--- src/rtl/qwlfo_pkg.sv ---
// ----------------------------------------------------------------------------
// qwlfo_pkg
// Shared widths, codes and constants for the quarter-wave LFO with depth.
// ----------------------------------------------------------------------------
package qwlfo_pkg;

  localparam int unsigned SAMPLE_W   = 10;
  localparam int unsigned ENTRY_W    = 6;
  localparam int unsigned PHASE_W    = 10;
  localparam int unsigned SHAPE_W    = 2;
  localparam int unsigned DEPTH_W    = 8;
  localparam int unsigned CFG_IDX_W  = 2;
  localparam int unsigned CFG_DATA_W = 8;
  localparam int unsigned TABLE_DEPTH = 1 << ENTRY_W;

  localparam logic [PHASE_W-1:0] INDEX_TOP    = PHASE_W'(63);
  localparam logic [PHASE_W-1:0] INDEX_BOTTOM = PHASE_W'(0);

  localparam logic [SAMPLE_W-1:0] FULL_SCALE = {SAMPLE_W{1'b1}};
  localparam logic [DEPTH_W-1:0]  DEPTH_FULL = {DEPTH_W{1'b1}};
  localparam logic [DEPTH_W-1:0]  DEPTH_NONE = '0;

  localparam logic OP_TICK  = 1'b0;
  localparam logic OP_WRITE = 1'b1;

  localparam logic TBL_TRIANGLE = 1'b0;
  localparam logic TBL_SINE     = 1'b1;

  localparam logic [SHAPE_W-1:0] SHAPE_TRIANGLE = 2'd0;
  localparam logic [SHAPE_W-1:0] SHAPE_SINE     = 2'd1;
  localparam logic [SHAPE_W-1:0] SHAPE_SQUARE   = 2'd2;

  localparam logic [CFG_IDX_W-1:0] REG_WAVE_SHAPE   = 2'd0;
  localparam logic [CFG_IDX_W-1:0] REG_MOD_DEPTH    = 2'd1;
  localparam logic [CFG_IDX_W-1:0] REG_DEPTH_ENABLE = 2'd2;

endpackage

--- src/rtl/quarter_wave_lfo_with_depth.sv ---
// ----------------------------------------------------------------------------
// quarter_wave_lfo_with_depth
// Quarter-wave table LFO with half-cycle inversion and a depth stage.
// ----------------------------------------------------------------------------
// One word per cycle while in_stall_o is low: a tick or a table write is taken
// every clock. A tick goes through the read and output registers: the read
// stage reads the two 64-entry quarter tables at the current phase index, the
// output stage selects the shape, applies the half-cycle inversion and, with
// depth enabled, the 10x8 depth multiply. Table writes give no output word.
// Both tables read as undefined until loaded, so fill them before the first
// tick. Register writes are always taken and must be issued only while idle.
// ----------------------------------------------------------------------------
module quarter_wave_lfo_with_depth
  import qwlfo_pkg::*;
(
  input  logic                  clk_i,
  input  logic                  rst_ni,
  input  logic                  in_valid_i,
  output logic                  in_stall_o,
  input  logic                  opcode_i,
  input  logic                  table_select_i,
  input  logic [ENTRY_W-1:0]    entry_index_i,
  input  logic [SAMPLE_W-1:0]   entry_value_i,
  output logic                  out_valid_o,
  input  logic                  out_stall_i,
  output logic [SAMPLE_W-1:0]   duty_value_o,
  input  logic                  cfg_valid_i,
  output logic                  cfg_ready_o,
  input  logic [CFG_IDX_W-1:0]  cfg_index_i,
  input  logic [CFG_DATA_W-1:0] cfg_data_i
);

  logic [SHAPE_W-1:0]  shape_q;
  logic [DEPTH_W-1:0]  depth_q;
  logic                depth_en_q;

  logic [PHASE_W-1:0]  phase_q, phase_d;
  logic                fall_q, fall_d;
  logic                half_q, half_d;

  logic [SAMPLE_W-1:0] tri_mem [TABLE_DEPTH];
  logic [SAMPLE_W-1:0] sine_mem [TABLE_DEPTH];

  logic                s1_vld_q;
  logic                s1_half_q;
  logic [SAMPLE_W-1:0] tri_rd_q;
  logic [SAMPLE_W-1:0] sine_rd_q;

  logic                out_vld_q;
  logic [SAMPLE_W-1:0] duty_q, duty_d;

  logic                in_acc, tick_acc, write_acc;
  logic                out_adv, s1_adv;
  logic                hit_top, hit_bot;
  logic [ENTRY_W-1:0]  rd_addr;

  logic [SAMPLE_W-1:0]         raw_val, inv_val, scaled;
  logic [SAMPLE_W+DEPTH_W-1:0] prod;

  assign cfg_ready_o = 1'b1;

  assign out_adv    = !out_vld_q || !out_stall_i;
  assign s1_adv     = !s1_vld_q || out_adv;
  assign in_stall_o = !s1_adv;
  assign in_acc     = in_valid_i && !in_stall_o;
  assign tick_acc   = in_acc && (opcode_i == OP_TICK);
  assign write_acc  = in_acc && (opcode_i == OP_WRITE);

  // phase walk
  always_comb begin
    hit_top = (phase_q == INDEX_TOP);
    hit_bot = (phase_q == INDEX_BOTTOM);
    fall_d  = fall_q;
    half_d  = half_q;
    if (hit_top) begin
      fall_d = 1'b1;
    end else if (hit_bot) begin
      fall_d = 1'b0;
      half_d = ~half_q;
    end
    phase_d = fall_d ? (phase_q - PHASE_W'(1)) : (phase_q + PHASE_W'(1));
  end

  assign rd_addr = phase_q[ENTRY_W-1:0];

  // quarter tables
  always_ff @(posedge clk_i) begin
    if (write_acc && (table_select_i == TBL_TRIANGLE)) begin
      tri_mem[entry_index_i] <= entry_value_i;
    end
    if (write_acc && (table_select_i == TBL_SINE)) begin
      sine_mem[entry_index_i] <= entry_value_i;
    end
    if (tick_acc) begin
      tri_rd_q  <= tri_mem[rd_addr];
      sine_rd_q <= sine_mem[rd_addr];
      s1_half_q <= half_d;
    end
  end

  // shape, inversion and depth
  always_comb begin
    case (shape_q)
      SHAPE_TRIANGLE: raw_val = tri_rd_q;
      SHAPE_SINE:     raw_val = sine_rd_q;
      SHAPE_SQUARE:   raw_val = FULL_SCALE;
      default:        raw_val = FULL_SCALE;
    endcase
    inv_val = s1_half_q ? (FULL_SCALE - raw_val) : raw_val;
    prod    = (SAMPLE_W+DEPTH_W)'(inv_val) * (SAMPLE_W+DEPTH_W)'(depth_q);
    scaled  = prod[SAMPLE_W+DEPTH_W-1:DEPTH_W];
    if (!depth_en_q) begin
      duty_d = inv_val;
    end else if (depth_q == DEPTH_FULL) begin
      duty_d = FULL_SCALE - inv_val;
    end else if (depth_q == DEPTH_NONE) begin
      duty_d = FULL_SCALE;
    end else begin
      duty_d = FULL_SCALE - scaled;
    end
  end

  always_ff @(posedge clk_i) begin
    if (s1_vld_q && out_adv) begin
      duty_q <= duty_d;
    end
  end

  always_ff @(posedge clk_i or negedge rst_ni) begin
    if (!rst_ni) begin
      shape_q    <= SHAPE_SINE;
      depth_q    <= DEPTH_NONE;
      depth_en_q <= 1'b1;
      phase_q    <= INDEX_BOTTOM;
      fall_q     <= 1'b0;
      half_q     <= 1'b0;
      s1_vld_q   <= 1'b0;
      out_vld_q  <= 1'b0;
    end else begin
      if (cfg_valid_i && cfg_ready_o) begin
        case (cfg_index_i)
          REG_WAVE_SHAPE:   shape_q    <= cfg_data_i[SHAPE_W-1:0];
          REG_MOD_DEPTH:    depth_q    <= cfg_data_i[DEPTH_W-1:0];
          REG_DEPTH_ENABLE: depth_en_q <= cfg_data_i[0];
          default: ;
        endcase
      end
      if (tick_acc) begin
        phase_q <= phase_d;
        fall_q  <= fall_d;
        half_q  <= half_d;
      end
      if (s1_adv) begin
        s1_vld_q <= tick_acc;
      end
      if (out_adv) begin
        out_vld_q <= s1_vld_q;
      end
    end
  end

  assign out_valid_o  = out_vld_q;
  assign duty_value_o = duty_q;

  a_top_turns_down: assert property (@(posedge clk_i) disable iff (!rst_ni)
    (tick_acc && (phase_q == INDEX_TOP)) |=> fall_q)
    else $error("phase did not turn down at top");

  a_bottom_flips_half: assert property (@(posedge clk_i) disable iff (!rst_ni)
    (tick_acc && hit_bot && !hit_top) |=> (half_q != $past(half_q)))
    else $error("half-cycle did not flip at bottom");

  a_write_holds_phase: assert property (@(posedge clk_i) disable iff (!rst_ni)
    (write_acc) |=> ($stable(phase_q) && $stable(fall_q) && $stable(half_q)))
    else $error("table write moved the phase");

  a_full_pipe_stalls: assert property (@(posedge clk_i) disable iff (!rst_ni)
    (s1_vld_q && out_vld_q && out_stall_i) |-> in_stall_o)
    else $error("input taken while pipeline full");

endmodule
--- config.mk ---
export PLATFORM = sky130hd
export DESIGN_NAME = quarter_wave_lfo_with_depth
export DESIGN_NICKNAME = d
export VERILOG_FILES = /design/src/rtl/qwlfo_pkg.sv /design/src/rtl/quarter_wave_lfo_with_depth.sv
export SDC_FILE = /design/constraint.sdc
export NUM_CORES = 1
export LEC_CHECK = 0
export ABC_AREA = 1
export ABC_CLOCK_PERIOD_IN_PS = 6200
export BUFFER_PORTS_ARGS = -buffer_cell sky130_fd_sc_hd__buf_2
export CORE_ASPECT_RATIO = 1.75
export CORE_MARGIN = 1.5
export CORE_UTILIZATION = 50
export CTS_BUF_LIST = sky130_fd_sc_hd__clkbuf_8
export CTS_CLUSTER_SIZE = 24
export DETAILED_ROUTE_END_ITERATION = 7
export GPL_ROUTABILITY_DRIVEN = 1
export MAX_ROUTING_LAYER = met4
export PLACE_DENSITY = 0.65
export SYNTH_ARGS = -nofsm -noshare
export SYNTH_HDL_FRONTEND = slang
export SYNTH_SLANG_ARGS = --single-unit
--- constraint.sdc ---
create_clock -name clk_i -period 6.2 [get_ports clk_i]
set_input_delay 0.62 -clock clk_i [delete_from_list [all_inputs] [get_ports clk_i]]
set_output_delay 0.62 -clock clk_i [all_outputs]
set_load 0.01 [all_outputs]
==> results_dict.tcl <==
set metrics [dict create \
    power_leakage_nw 19.99 \
    ff2ff_path_depth 20 \
    yosys_warnings 0 \
    synth_commonest_cells "edfxtp_1, nor2_1, o21ai_0, nand2_1, o22ai_1" \
    vias_per_cell 5.894 \
    post_cts_resized 0 \
    holdPathStages 3 \
    synth_cells 4478 \
    synth_cell_types 51 \
    status "finished clean" \
    post_synth_main_area_contributors "edfxtp_1, nor2_1, o21ai_0" \
    totalWireLength_um 150300 \
    finalSetupTns_ns 0 \
    min_path_type "in -> reg" \
    clkSinkCount 1336 \
    fillerInstances 9070 \
    die_w_um 255.1 \
    fin_ws_ns 0.7193 \
    cts_max_path_buffers 3 \
    initial_utilization_pct 50.47 \
    avgSynthCellArea_um2 12.42 \
    first_pass_iters 6 \
    multi_input_area_mm2 0.01385 \
    place_hpwl_um 90710 \
    crit_fanout 10 \
    cts_buffers 181 \
    final_cells 6132 \
    ios 46 \
    routedWlPerCell_um 24.51 \
    vias 36150 \
    yosysTopAreaCellShare_pct 70.79 \
    clockRootBuffer "clkbuf_8" \
    startpoint_type "flip-flop" \
    drt_iter0_drc 3515 \
    yosys.area.top_type "edfxtp_1" \
    whs_ns 0.09605 \
    synth-seq-cells 1336 \
    finalCritPeriodShare_pct 88.40 \
    layout-drive-gt1-share_pct 8.178 \
    drv_cap 0 \
    grtUsageTotal_pct 27.49 \
    synth_nets 4602 \
    hold_viol 0 \
    grt_pass1_vias 35780 \
    clkSlewWorstSetupHoldPaths_ns 0.08 \
    fin_skew_ns 0.04202 \
    yosysSeqAreaShare_pct 71.92 \
    cts_tree "done" \
    clock_latency_ns 0.92 \
    post-synth-top-count-cell "edfxtp_1" \
    arrival_ns 6.15 \
    grt_max_degree 183 \
    tightestPinTransition_ns 1.264 \
    drv_slew 0 \
    placementRows 161 \
    syn2layout_area_growth_pct 8.934 \
    dp_slack_ns 0.6822 \
    vdd_ir_drop_max_uv 483.5 \
    dieArea_mm2 0.1133 \
    end_kind "flip-flop" \
    synth_enable_flop_cells 1311 \
    rsz0062_at_grt "false" \
    critPathKind "reg -> reg" \
    htreeDepth 4 \
    relSlewSlack_pct 15.43 \
    die_h_um 444.2 \
    async_flop_share_pct 1.871 \
    ant_nets 0 \
    setup_viol 0 \
    fmax_mhz 182.5 \
    fin_crit_ns 5.481 \
    powerDensity_mw_per_mm2 491.2 \
    ys.flop_type "edfxtp_1" \
    drc 0 \
    gp_congestion 0.9223 \
    worstPathRequired_ns 6.87 \
    grt_pass1_wl_um 222200 \
    grt_overflow 0 \
    dp.cells 5790 \
    seq_area_mm2 0.04000 \
    fin_nets 4640 \
    synth_area_mm2 0.05561 \
    fin_total_pwr_mw 29.76 \
    core_area_mm2 0.1102 \
    io_buffers 44 \
    antenna_found_initial 3 \
]
## repair_timing
action | in CTS | in global routing
setup buffers | 0 | 0
hold buffers | 10 | 0
endpoints found under the hold margin | 31 | 0
## metal layers
layer	track usage [%]	wire length (um)	vias to the layer above
met2	46.75	78630	1419
met4	14.83	8214	0
li1	-	-	16350
met1	31.18	54510	18000
met3	3.920	8942	369
met5	-	0	-
## flip-flops by register name (all words and copies together), names as in the netlist
| name | flops |
|---|---|
| shape_q | 2 |
| tri_rd_q | 10 |
| out_valid_o | 1 |
| tri_mem | 640 |
| depth_en_q | 1 |
| depth_q | 8 |
| duty_value_o | 10 |
| s1_vld_q | 1 |
| sine_rd_q | 10 |
| phase_q | 10 |
| fall_q | 1 |
| s1_half_q | 1 |
| half_q | 1 |
| sine_mem | 640 |
## final timing paths
check	slack [ns]	to	from
setup / recovery	0.72	duty_value_o[8]	shape_q[0]
hold / removal	0.1	depth_en_q	cfg_data_i[0]
setup reg to reg	0.72	duty_value_o[8]	shape_q[0]
hold reg to reg	0.47	out_valid_o	s1_vld_q
max in group asynchronous	5.45	phase_q[1]	rst_ni
min in group asynchronous	0.25	depth_q[7]	rst_ni
## worst max-delay path: stages, from the launching register on
cell and delay [ns]:
dfstp_2 0.57, nand2_1 0.19, o22ai_1 0.29, xor2_2 0.52
nor2_1 0.12, fa_1 0.52, fa_1 0.52, fa_1 0.49
inv_1 0.05, fa_1 0.47, inv_1 0.04, ha_1 0.34
a21oi_1 0.26, o21a_1 0.20, nor2_1 0.05, a211oi_1 0.27
nand2_1 0.09, nand2_1 0.06, nand3_1 0.06, nand2_1 0.10
nand2_1 0.06
## area by class of cell
cell class	count	share of cell area, %
repair buffers	127	1.681
inverters	127	0.8261
clock buffers	190	4.316
flip-flops and latches	1336	66.03
well taps	1467	3.030
multi-input cells	2743	22.86
diodes	6	0.02478
clock inverters	136	1.233
## kinds of logic (layout without fill, tap and decap cells)
family / after synthesis / in the layout / share of synthesized area [%]
other: 1 / 7 / 0.006743
DFF: 1336 / 1336 / 71.92
buffers and inverters: 399 / 580 / 3.269
AOI/OAI and AO/OA: 1116 / 1116 / 11.24
xor gates and xnor gates: 8 / 8 / 0.1395
and+or+nand+nor: 1527 / 1527 / 10.73
adders and majority gates: 91 / 91 / 2.695
## metrics by stage
step                      area, um^2  utilization (%)
after floorplan                55610                -
after global placement         57100            51.82
after detailed placement       57100            51.82
after CTS                      60570            54.97
after global routing           60570            54.97
final                          60580            54.98
## layout by cell type, fill, tap and decap left out, types with 6 or more instances in the layout
master,count
clkinv_2,22
nand4_1,28
nand3_1,38
nor2_1,881
ha_1,43
a41oi_1,55
o21ai_0,653
fa_1,48
nand2_1,534
buf_2,34
o21ai_1,15
or2_2,9
buf_12,10
dlygate4sd3_1,10
inv_1,174
edfxtp_1,1311
diode_2,6
clkbuf_8,190
nor3_1,16
dfrtp_1,21
a21oi_1,46
o22ai_1,330
clkinv_1,45
buf_4,73
xor2_1,6
## power breakdown
group	leakage, nW	total [mW]	internal (mW)	switching (mW)
logic	5.97	13.0	4.03	8.97
registers	12.1	10.4	10.2	0.235
clock network	1.93	6.35	3.06	3.29
total	20.0	29.8	17.3	12.5
Note: power is estimated with default switching activity, not from simulation.
